==> config.mk <==
export PLATFORM = sky130hd
export DESIGN_NAME = pursuit_steering_controller_top
export DESIGN_NICKNAME = d
export VERILOG_FILES = /design/src/rtl/psc_pkg.sv /design/src/rtl/psc_cordic.sv /design/src/rtl/psc_post.sv /design/src/rtl/pursuit_steering_controller_top.sv
export SDC_FILE = /design/constraint.sdc
export NUM_CORES = 2
export LEC_CHECK = 0
export ABC_AREA = 1
export CAP_MARGIN = 20
export CORE_MARGIN = 2
export CORE_UTILIZATION = 40
export DETAILED_ROUTE_END_ITERATION = 16
export DONT_BUFFER_PORTS = 1
export PLACE_DENSITY_LB_ADDON = 0.08
export SYNTH_ARGS = -nofsm -noshare
export SYNTH_HDL_FRONTEND = slang
export SYNTH_SLANG_ARGS = --single-unit
==> constraint.sdc <==
create_clock -name clk_i -period 25.3 [get_ports clk_i]
set_input_delay 3.795 -clock clk_i [delete_from_list [all_inputs] [get_ports clk_i]]
set_output_delay 3.795 -clock clk_i [all_outputs]
set_load 0.005 [all_outputs]
==> src/rtl/psc_pkg.sv <==
// Shared types, constants and the arctangent table of the pursuit steering controller.
package psc_pkg;

  // Item kinds carried in tuser
  localparam logic [1:0] KIND_TARGET = 2'd0;
  localparam logic [1:0] KIND_OWN    = 2'd1;
  localparam logic [1:0] KIND_TICK   = 2'd2;

  // Register indexes
  localparam logic REG_MAX_SPEED = 1'b0;
  localparam logic REG_TURN_GAIN = 1'b1;

  // Field widths
  localparam int POS_W   = 19;
  localparam int HEAD_W  = 15;
  localparam int SPEED_W = 16;
  localparam int GAIN_W  = 12;
  localparam int RATE_W  = 19;
  localparam int CFG_W   = 16;
  localparam int IN_TDATA_W  = 56;
  localparam int OUT_TDATA_W = 40;

  // Defaults
  localparam int FRAC_BITS_DEF   = 12;
  localparam int CORDIC_ITER_DEF = 16;

  localparam logic [SPEED_W-1:0] MAX_SPEED_RST = 16'd8192;
  localparam logic [GAIN_W-1:0]  TURN_GAIN_RST = 12'd1024;

  // Datapath widths
  localparam int DXW        = POS_W + 1;  // position difference
  localparam int GUARD_BITS = 8;
  localparam int XW         = 31;         // CORDIC x and y
  localparam int ZW         = 34;         // CORDIC angle, Q30 radians
  localparam int BW         = 20;         // bearing, up to seventeen fraction bits
  localparam int DW         = 21;         // angle error
  localparam int MW         = 32;         // multiplier operand
  localparam int PW         = 2 * MW;     // multiplier product

  localparam logic signed [ZW-1:0] PI_Q30    = 34'sd3373259426;
  localparam logic signed [MW-1:0] KCOMP_Q30 = 32'sd652032874;

  localparam int RATE_SHIFT = 8;  // turn_gain carries eight fraction bits
  localparam int DIST_SHIFT = 30 + GUARD_BITS;

  typedef struct packed {
    logic                   done;
    logic signed [XW-1:0]   x;
    logic signed [ZW-1:0]   z;
  } cordic_res_t;

  typedef struct packed {
    logic                     done;
    logic [SPEED_W-1:0]       speed;
    logic signed [RATE_W-1:0] rate;
  } post_res_t;

  // atan(2^-i) in Q30 radians
  function automatic logic signed [ZW-1:0] atan_q30(input logic [4:0] idx);
    logic signed [ZW-1:0] a;
    case (idx)
      5'd0:  a = 34'sd843314857;
      5'd1:  a = 34'sd497837829;
      5'd2:  a = 34'sd263043837;
      5'd3:  a = 34'sd133525159;
      5'd4:  a = 34'sd67021687;
      5'd5:  a = 34'sd33543516;
      5'd6:  a = 34'sd16775851;
      5'd7:  a = 34'sd8388437;
      5'd8:  a = 34'sd4194283;
      5'd9:  a = 34'sd2097149;
      5'd10: a = 34'sd1048576;
      5'd11: a = 34'sd524288;
      5'd12: a = 34'sd262144;
      5'd13: a = 34'sd131072;
      5'd14: a = 34'sd65536;
      5'd15: a = 34'sd32768;
      5'd16: a = 34'sd16384;
      5'd17: a = 34'sd8192;
      5'd18: a = 34'sd4096;
      5'd19: a = 34'sd2048;
      5'd20: a = 34'sd1024;
      5'd21: a = 34'sd512;
      5'd22: a = 34'sd256;
      5'd23: a = 34'sd128;
      default: a = '0;
    endcase
    return a;
  endfunction

endpackage

==> src/rtl/psc_cordic.sv <==
// Iterative vectoring CORDIC: one shift-add rotation per cycle.
module psc_cordic #(
  parameter int ITERS = psc_pkg::CORDIC_ITER_DEF
) (
  input  logic                              clk_i,
  input  logic                              rst_ni,
  input  logic                              start_i,
  input  logic signed [psc_pkg::DXW-1:0]    dx_i,
  input  logic signed [psc_pkg::DXW-1:0]    dy_i,
  output psc_pkg::cordic_res_t              res_o
);
  import psc_pkg::*;

  localparam int IW = $clog2(ITERS);

  logic signed [XW-1:0] x_q, x_d, y_q, y_d, xs, ys, x0, y0;
  logic signed [ZW-1:0] z_q, z_d, ang;
  logic [IW-1:0]        iter_q, iter_d;
  logic                 busy_q, busy_d, done_q, done_d;

  assign xs  = x_q >>> iter_q;
  assign ys  = y_q >>> iter_q;
  assign ang = atan_q30(5'(iter_q));
  assign x0  = {{(XW - DXW - GUARD_BITS){dx_i[DXW-1]}}, dx_i, {GUARD_BITS{1'b0}}};
  assign y0  = {{(XW - DXW - GUARD_BITS){dy_i[DXW-1]}}, dy_i, {GUARD_BITS{1'b0}}};

  always_comb begin
    x_d    = x_q;
    y_d    = y_q;
    z_d    = z_q;
    iter_d = iter_q;
    busy_d = busy_q;
    done_d = 1'b0;
    if (start_i) begin
      iter_d = '0;
      if (dx_i == '0 && dy_i == '0) begin
        // zero vector: bearing and distance both zero, skip the rotations
        x_d    = '0;
        y_d    = '0;
        z_d    = '0;
        done_d = 1'b1;
      end else if (dx_i[DXW-1]) begin
        // fold the left half-plane onto the right one
        x_d    = -x0;
        y_d    = -y0;
        z_d    = dy_i[DXW-1] ? -PI_Q30 : PI_Q30;
        busy_d = 1'b1;
      end else begin
        x_d    = x0;
        y_d    = y0;
        z_d    = '0;
        busy_d = 1'b1;
      end
    end else if (busy_q) begin
      if (!y_q[XW-1]) begin
        x_d = x_q + ys;
        y_d = y_q - xs;
        z_d = z_q + ang;
      end else begin
        x_d = x_q - ys;
        y_d = y_q + xs;
        z_d = z_q - ang;
      end
      iter_d = iter_q + 1'b1;
      if (iter_q == IW'(ITERS - 1)) begin
        busy_d = 1'b0;
        done_d = 1'b1;
      end
    end
  end

  always_ff @(posedge clk_i or negedge rst_ni) begin
    if (!rst_ni) begin
      busy_q <= 1'b0;
      done_q <= 1'b0;
      iter_q <= '0;
    end else begin
      busy_q <= busy_d;
      done_q <= done_d;
      iter_q <= iter_d;
    end
  end

  always_ff @(posedge clk_i) begin
    x_q <= x_d;
    y_q <= y_d;
    z_q <= z_d;
  end

  assign res_o.done = done_q;
  assign res_o.x    = x_q;
  assign res_o.z    = z_q;

endmodule

==> src/rtl/psc_post.sv <==
// Gain compensation, angle wrap, steering gain and saturation over one shared multiplier.
module psc_post #(
  parameter int FRAC_BITS = psc_pkg::FRAC_BITS_DEF
) (
  input  logic                                clk_i,
  input  logic                                rst_ni,
  input  logic                                start_i,
  input  psc_pkg::cordic_res_t                cordic_i,
  input  logic signed [psc_pkg::HEAD_W-1:0]   heading_i,
  input  logic [psc_pkg::SPEED_W-1:0]         max_speed_i,
  input  logic [psc_pkg::GAIN_W-1:0]          turn_gain_i,
  output psc_pkg::post_res_t                  res_o
);
  import psc_pkg::*;

  localparam int ZS = 30 - FRAC_BITS;
  localparam longint PiFxVal = (longint'(PI_Q30) + (64'sd1 <<< (ZS - 1))) >>> ZS;
  localparam logic signed [DW-1:0] PiFx    = DW'(PiFxVal);
  localparam logic signed [DW-1:0] TwoPiFx = DW'(2 * PiFxVal);

  localparam logic [1:0] PH_IDLE = 2'd0;
  localparam logic [1:0] PH_RATE = 2'd1;
  localparam logic [1:0] PH_SAT  = 2'd2;

  logic [1:0]                phase_q;
  logic                      done_q;
  logic signed [PW-1:0]      prod_q, prod;
  logic signed [MW-1:0]      mul_a, mul_b;
  logic signed [DW-1:0]      diff_q, diff0, diff_w;
  logic [SPEED_W-1:0]        speed_q;
  logic signed [RATE_W-1:0]  rate_q;
  logic signed [XW-1:0]      x_pos;
  logic                      zneg, pneg;
  logic [ZW-1:0]             zmag, zr;
  logic signed [BW-1:0]      bearing;
  logic [PW-1:0]             pmag, pr, dist_fx;

  // clamp a negative CORDIC residue to zero
  assign x_pos = cordic_i.x[XW-1] ? '0 : cordic_i.x;

  // bearing: Q30 down to FRAC_BITS, half away from zero
  assign zneg    = cordic_i.z[ZW-1];
  assign zmag    = zneg ? ZW'(-cordic_i.z) : ZW'(cordic_i.z);
  assign zr      = (zmag + (ZW'(1) << (ZS - 1))) >> ZS;
  assign bearing = zneg ? -BW'(zr) : BW'(zr);

  // single wrap step of the error
  assign diff0 = DW'(bearing) - DW'(heading_i);
  always_comb begin
    if (diff0 > PiFx) begin
      diff_w = diff0 - TwoPiFx;
    end else if (diff0 < -PiFx) begin
      diff_w = diff0 + TwoPiFx;
    end else begin
      diff_w = diff0;
    end
  end

  // shared multiplier: distance scaling first, then the steering gain
  assign mul_a = (phase_q == PH_IDLE) ? MW'(x_pos) : MW'($signed({1'b0, turn_gain_i}));
  assign mul_b = (phase_q == PH_IDLE) ? KCOMP_Q30 : MW'(diff_q);
  assign prod  = mul_a * mul_b;

  assign dist_fx = (PW'(prod_q) + (PW'(1) << (DIST_SHIFT - 1))) >> DIST_SHIFT;
  assign pneg = prod_q[PW-1];
  assign pmag = pneg ? PW'(-prod_q) : PW'(prod_q);
  assign pr   = (pmag + (PW'(1) << (RATE_SHIFT - 1))) >> RATE_SHIFT;

  always_ff @(posedge clk_i or negedge rst_ni) begin
    if (!rst_ni) begin
      phase_q <= PH_IDLE;
      done_q  <= 1'b0;
    end else begin
      done_q <= 1'b0;
      case (phase_q)
        PH_IDLE: if (start_i) phase_q <= PH_RATE;
        PH_RATE: phase_q <= PH_SAT;
        PH_SAT: begin
          phase_q <= PH_IDLE;
          done_q  <= 1'b1;
        end
        default: phase_q <= PH_IDLE;
      endcase
    end
  end

  always_ff @(posedge clk_i) begin
    case (phase_q)
      PH_IDLE: begin
        prod_q <= prod;
        diff_q <= diff_w;
      end
      PH_RATE: begin
        speed_q <= (dist_fx < PW'(max_speed_i)) ? SPEED_W'(dist_fx) : max_speed_i;
        prod_q  <= prod;
      end
      PH_SAT: begin
        if (!pneg && pr > PW'((1 << (RATE_W - 1)) - 1)) begin
          rate_q <= {1'b0, {(RATE_W - 1){1'b1}}};
        end else if (pneg && pr > PW'(1 << (RATE_W - 1))) begin
          rate_q <= {1'b1, {(RATE_W - 1){1'b0}}};
        end else begin
          rate_q <= pneg ? -RATE_W'(pr) : RATE_W'(pr);
        end
      end
      default: prod_q <= prod_q;
    endcase
  end

  assign res_o.done  = done_q;
  assign res_o.speed = speed_q;
  assign res_o.rate  = rate_q;

endmodule

==> src/rtl/pursuit_steering_controller_top.sv <==
// Top level of the pursuit steering controller: pose store, sequencer and output register.
//
//  channel  | direction | word contents (lowest bit first)
//  ---------+-----------+-------------------------------------------------------
//  s_axis   | in        | tuser: kind; tdata: pos_x, pos_y, heading, zero pad
//  m_axis   | out       | tdata: linear_speed, angular_rate, zero pad
//  cfg      | in        | cfg_idx_i selects max_speed (0) or turn_gain (1)
//
// A tick with both poses seen runs from acceptance until s_axis_tready is high again
// through the CORDIC unit at one rotation per cycle, then the shared multiplier of the
// post stage and the output load, which waits while the output register is full.
// A tick on a zero vector skips the rotations. s_axis_tready is low while a tick is in work.
// A finished result holds in the output register until taken; a further result waits
// in its last stage until the register is free. Reset clears both poses and seen flags.
module pursuit_steering_controller_top #(
  parameter int FRAC_BITS         = psc_pkg::FRAC_BITS_DEF,
  parameter int CORDIC_ITERATIONS = psc_pkg::CORDIC_ITER_DEF
) (
  input  logic                                clk_i,
  input  logic                                rst_ni,
  input  logic                                s_axis_tvalid,
  output logic                                s_axis_tready,
  input  logic [psc_pkg::IN_TDATA_W-1:0]      s_axis_tdata,   // pos_x, pos_y, heading
  input  logic [1:0]                          s_axis_tuser,   // kind
  output logic                                m_axis_tvalid,
  input  logic                                m_axis_tready,
  output logic [psc_pkg::OUT_TDATA_W-1:0]     m_axis_tdata,   // linear_speed, angular_rate
  input  logic                                cfg_we_i,
  input  logic                                cfg_idx_i,
  input  logic [psc_pkg::CFG_W-1:0]           cfg_wdata_i
);
  import psc_pkg::*;

  localparam logic [1:0] ST_IDLE   = 2'd0;
  localparam logic [1:0] ST_CORDIC = 2'd1;
  localparam logic [1:0] ST_POST   = 2'd2;
  localparam logic [1:0] ST_HOLD   = 2'd3;

  logic [1:0]                state_q, state_d;
  logic [SPEED_W-1:0]        max_speed_q;
  logic [GAIN_W-1:0]         turn_gain_q;
  logic signed [POS_W-1:0]   target_x_q, target_y_q, own_x_q, own_y_q;
  logic signed [HEAD_W-1:0]  own_heading_q;
  logic                      target_seen_q, own_seen_q;
  logic                      in_acc, cordic_start, post_start, out_load, m_valid_q;
  logic [SPEED_W-1:0]        speed_q;
  logic signed [RATE_W-1:0]  rate_q;
  logic signed [POS_W-1:0]   in_x, in_y;
  logic signed [HEAD_W-1:0]  in_head;
  logic signed [DXW-1:0]     dx, dy;
  cordic_res_t               cordic_res;
  post_res_t                 post_res;

  // unpack the input word
  assign in_x    = s_axis_tdata[POS_W-1:0];
  assign in_y    = s_axis_tdata[2*POS_W-1:POS_W];
  assign in_head = s_axis_tdata[2*POS_W+HEAD_W-1:2*POS_W];

  assign s_axis_tready = (state_q == ST_IDLE);
  assign in_acc        = s_axis_tvalid && s_axis_tready;

  // a tick before both poses are known yields nothing
  assign cordic_start = in_acc && (s_axis_tuser == KIND_TICK) && target_seen_q && own_seen_q;
  assign post_start   = (state_q == ST_CORDIC) && cordic_res.done;
  assign out_load     = (state_q == ST_HOLD) && (!m_valid_q || m_axis_tready);

  assign dx = DXW'(target_x_q) - DXW'(own_x_q);
  assign dy = DXW'(target_y_q) - DXW'(own_y_q);

  always_comb begin
    state_d = state_q;
    case (state_q)
      ST_IDLE:   if (cordic_start) state_d = ST_CORDIC;
      ST_CORDIC: if (cordic_res.done) state_d = ST_POST;
      ST_POST:   if (post_res.done) state_d = ST_HOLD;
      ST_HOLD:   if (out_load) state_d = ST_IDLE;
      default:   state_d = ST_IDLE;
    endcase
  end

  always_ff @(posedge clk_i or negedge rst_ni) begin
    if (!rst_ni) begin
      state_q       <= ST_IDLE;
      max_speed_q   <= MAX_SPEED_RST;
      turn_gain_q   <= TURN_GAIN_RST;
      target_x_q    <= '0;
      target_y_q    <= '0;
      own_x_q       <= '0;
      own_y_q       <= '0;
      own_heading_q <= '0;
      target_seen_q <= 1'b0;
      own_seen_q    <= 1'b0;
      m_valid_q     <= 1'b0;
    end else begin
      state_q <= state_d;
      if (cfg_we_i) begin
        case (cfg_idx_i)
          REG_MAX_SPEED: max_speed_q <= cfg_wdata_i;
          REG_TURN_GAIN: turn_gain_q <= cfg_wdata_i[GAIN_W-1:0];
          default:       max_speed_q <= max_speed_q;
        endcase
      end
      // store poses; the heading of a target update is dropped
      if (in_acc && s_axis_tuser == KIND_TARGET) begin
        target_x_q    <= in_x;
        target_y_q    <= in_y;
        target_seen_q <= 1'b1;
      end
      if (in_acc && s_axis_tuser == KIND_OWN) begin
        own_x_q       <= in_x;
        own_y_q       <= in_y;
        own_heading_q <= in_head;
        own_seen_q    <= 1'b1;
      end
      if (out_load) begin
        m_valid_q <= 1'b1;
      end else if (m_axis_tready) begin
        m_valid_q <= 1'b0;
      end
    end
  end

  // output word register
  always_ff @(posedge clk_i) begin
    if (out_load) begin
      speed_q <= post_res.speed;
      rate_q  <= post_res.rate;
    end
  end

  psc_cordic #(
    .ITERS (CORDIC_ITERATIONS)
  ) u_cordic (
    .clk_i   (clk_i),
    .rst_ni  (rst_ni),
    .start_i (cordic_start),
    .dx_i    (dx),
    .dy_i    (dy),
    .res_o   (cordic_res)
  );

  psc_post #(
    .FRAC_BITS (FRAC_BITS)
  ) u_post (
    .clk_i       (clk_i),
    .rst_ni      (rst_ni),
    .start_i     (post_start),
    .cordic_i    (cordic_res),
    .heading_i   (own_heading_q),
    .max_speed_i (max_speed_q),
    .turn_gain_i (turn_gain_q),
    .res_o       (post_res)
  );

  assign m_axis_tvalid = m_valid_q;
  assign m_axis_tdata  = {{(OUT_TDATA_W - SPEED_W - RATE_W){1'b0}}, rate_q, speed_q};

  // a new result appears only from the final stage
  a_valid_from_hold: assert property (@(posedge clk_i) disable iff (!rst_ni)
    $rose(m_axis_tvalid) |-> $past(state_q == ST_HOLD))
    else $error("result word raised outside the output load");

  // the rotations start only once both poses are known
  a_start_seen: assert property (@(posedge clk_i) disable iff (!rst_ni)
    cordic_start |-> (target_seen_q && own_seen_q))
    else $error("tick processed before both poses seen");

  // the post stage finishes only while the sequencer waits for it
  a_post_done_state: assert property (@(posedge clk_i) disable iff (!rst_ni)
    post_res.done |-> (state_q == ST_POST))
    else $error("post stage finished out of sequence");

  // a waiting result is not overwritten
  a_no_overwrite: assert property (@(posedge clk_i) disable iff (!rst_ni)
    (m_axis_tvalid && !m_axis_tready) |=> $stable(m_axis_tdata))
    else $error("pending result word changed");

endmodule

==> flow_summary.json <==
{
  "endpoint_kind": "flip-flop",
  "drt-pass1-iter-count": 6,
  "postCtsHoldBufs": 0,
  "drt-vias-per-instance": 4.874,
  "drc": 0,
  "path_common_cell": "inv_1",
  "synth_xor_xnor_area_share_pct": 4.583,
  "finClkSkew_ns": 0.03823,
  "clk_pin_slew_worst_paths_ns": 0.06,
  "ios": 122,
  "maxCapViolations": 0,
  "cts.htree.levels": 2,
  "dp_cells": 10790,
  "row_count": 148,
  "critPathMaxFanout": 54,
  "area_growth_pct": 7.535,
  "critPathArrivalTime_ns": 12.38,
  "fillCellCount": 16980,
  "hold_viol": 0,
  "syn_area_um2": 65530,
  "ys.flop_type": "edfxtp_1",
  "die_y_um": 408.7,
  "overflow": 0,
  "finalMaxSlewViolations": 0,
  "portBuffers": 0,
  "slowest_delay_ns": 0.90,
  "async_reset_ff_share_pct": 34.64,
  "r2r_setup_slack_ns": 13.32,
  "dp_hpwl_um": 166500,
  "synth_top_family_by_area": "adder cells",
  "final_common_cell": "inv_1",
  "tns_ns": 0,
  "track_usage_pct": 23.82,
  "synth-simple-area-share_pct": 19.96,
  "antenna_found_initial": 1,
  "tightest_slew_ns": 1.119,
  "status": "finished, final reports clean",
  "setup_viol": 0,
  "hold_path.class": "flip-flop to flip-flop",
  "setup.worst_path.start_class": "flip-flop",
  "antenna_cells": 0,
  "synthesis.instances": 8528,
  "clock.fmax_mhz": 83.44,
  "wl_per_cell_um": 17.94,
  "ys_types": 67,
  "initial_core_util_pct": 40.26,
  "multiInputGateArea_um2": 47370,
  "holdWs_ns": 0.4169,
  "path_buf_inv": 9,
  "avgSynthCellArea_um2": 7.684,
  "synthAdderAreaFrac_pct": 36.37,
  "final_cell_mix": "1948 x inv_1, 1664 x nand2_1, 953 x fa_1",
  "nets": 10080,
  "clock_latency_ns": 0.67,
  "crit_required_ns": 25.70,
  "relSlewSlack_pct": 25.12,
  "die_w_um": 408.7,
  "drive_above_1_share_pct": 3.478,
  "grt_pass1_wl_um": 313100,
  "clock-sinks": 384,
  "wl_um": 195300,
  "yosys_warnings": 0,
  "vias": 53070,
  "postCtsSetupBuffers": 0,
  "stdcell_count": 10890,
  "antenna_left": 0,
  "cts_root_buffer": "clkbuf_16",
  "drt_iter0_drc": 3028,
  "synth_mux_area_share_pct": 0.5213,
  "grt_pass1_vias": 55450,
  "placeableCoreArea_um2": 162800,
  "synth_edf_count": 251,
  "cts_tree": "done",
  "yosys_register_bits": 384,
  "synth.yosys.seq_area_share_pct": 16.59,
  "rsz0062_at_grt": "no",
  "worst_path_max_delay_cell": "o21ai_0",
  "cts_made_buffers": 51,
  "finalCritPeriodShare_pct": 47.37,
  "synth_compound_area_share_pct": 9.517,
  "dieArea_um2": 167100,
  "ff_latch_area_um2": 10870,
  "ctsLongestPathBuffers": 3,
  "period_minus_slack_ns": 11.98,
  "crit_family": "adder cells",
  "grt_max_degree": 134,
  "place_congestion": 0.9287,
  "cts.repair.resized": 0,
  "crit_type": "flip-flop to flip-flop"
}
per-stage QoR:
stage / cell area (um^2) / worst slack (ns) / utilization, %
floorplan: 66340 / 16.21 / -
global placement: 68740 / 13.29 / 42.23
detailed placement: 68740 / 13.30 / 42.23
CTS: 70430 / 13.25 / 43.27
global route: 70460 / 12.56 / 43.29
finish: 70460 / 13.32 / 43.29
metal layers:
metal	wire length, um	vias to the layer above	share of wire [%]	GRT usage, %
li1	-	26260	-	-
met1	85770	25690	44	30.80
met2	97150	860	50	42.17
met3	5938	257	3.0	2.044
met4	6449	0	3.3	7.266
met5	0	-	0	0
cell type report:
type	instances	share of cell area, %
timing repair buffer	55	0.5966
clock buffer	72	2.037
multi-input combinational	6210	67.23
inverter	1969	10.49
tap	2175	3.862
sequential	384	15.43
clock inverter	22	0.3605
cell families (layout without fill, tap and decap cells):
| kind of cell | Yosys count | count (layout) |
|---|---|---|
| AOI/OAI and AO/OA | 1145 | 1145 |
| buffers and inverters | 2150 | 2118 |
| muxes | 34 | 34 |
| xor gates and xnor gates | 342 | 342 |
| and+or+nand+nor | 3138 | 3138 |
| DFF | 384 | 384 |
| other | 2 | 218 |
| adders and majority gates | 1333 | 1333 |
flip-flops by register name, summed over array words and instances (netlist names), 19 cells and up:
| register | count |
|---|---|
| u_cordic.y_q | 31 |
| u_post.diff_q | 21 |
| u_cordic.x_q | 31 |
| own_x_q | 19 |
| own_y_q | 19 |
| target_y_q | 19 |
| u_post.rate_q | 19 |
| u_post.prod_q | 64 |
| u_cordic.z_q | 34 |
| target_x_q | 19 |
| rate_q | 19 |
worst register-to-register path: cells and delay by family (launching register included):
kind / cells / cell delay, ns
fa+ha+maj: 9 / 4.01
compound gates: 10 / 3.34
buf+inv: 9 / 2.54
simple gates: 5 / 1.31
flops: 1 / 0.45
xor+xnor: 1 / 0.08
worst paths after layout:
kind / start / to / cells past startpoint
min: u_post.rate_q[9] / rate_q[9] / 0
max: u_post.phase_q[0] / u_post.prod_q[51] / 34
min in group asynchronous: rst_ni / own_heading_q[14] / 0
min reg2reg: u_post.rate_q[9] / rate_q[9] / 0
max in group asynchronous: rst_ni / own_y_q[1] / 0
max reg2reg: u_post.phase_q[0] / u_post.prod_q[51] / 34
synthesized netlist by cell type, types with 9 or more instances:
cell type | n | area share (%)
a21boi_0 | 22 | 0.25
ha_1 | 380 | 7.3
o21ai_0 | 510 | 3.9
nor2_2 | 24 | 0.23
clkbuf_1 | 106 | 0.61
nor2_4 | 14 | 0.24
a21oi_1 | 392 | 3.0
nand3_1 | 266 | 2.0
nand4_1 | 75 | 0.72
edfxtp_1 | 251 | 12
a31oi_1 | 49 | 0.47
o21ai_1 | 39 | 0.30
buf_1 | 25 | 0.14
o211ai_1 | 24 | 0.27
inv_2 | 14 | 0.080
mux2i_1 | 33 | 0.50
nor3_1 | 65 | 0.50
a21o_1 | 9 | 0.10
buf_2 | 42 | 0.32
or2_2 | 38 | 0.36
inv_1 | 1950 | 11
nor2_1 | 875 | 5.0
dfrtp_1 | 131 | 5.0
o21a_1 | 32 | 0.37
xnor2_1 | 112 | 1.5
fa_1 | 953 | 29
o21bai_1 | 14 | 0.16
nand3b_1 | 29 | 0.33
nor4_1 | 19 | 0.18
o31ai_1 | 12 | 0.14
xor2_1 | 229 | 3.1
nand2_2 | 30 | 0.29
nand2_1 | 1667 | 9.5
Power is left out: the tool's default activity adds up to more than one toggle a clock period on the data nets, which glitch-free logic cannot reach.
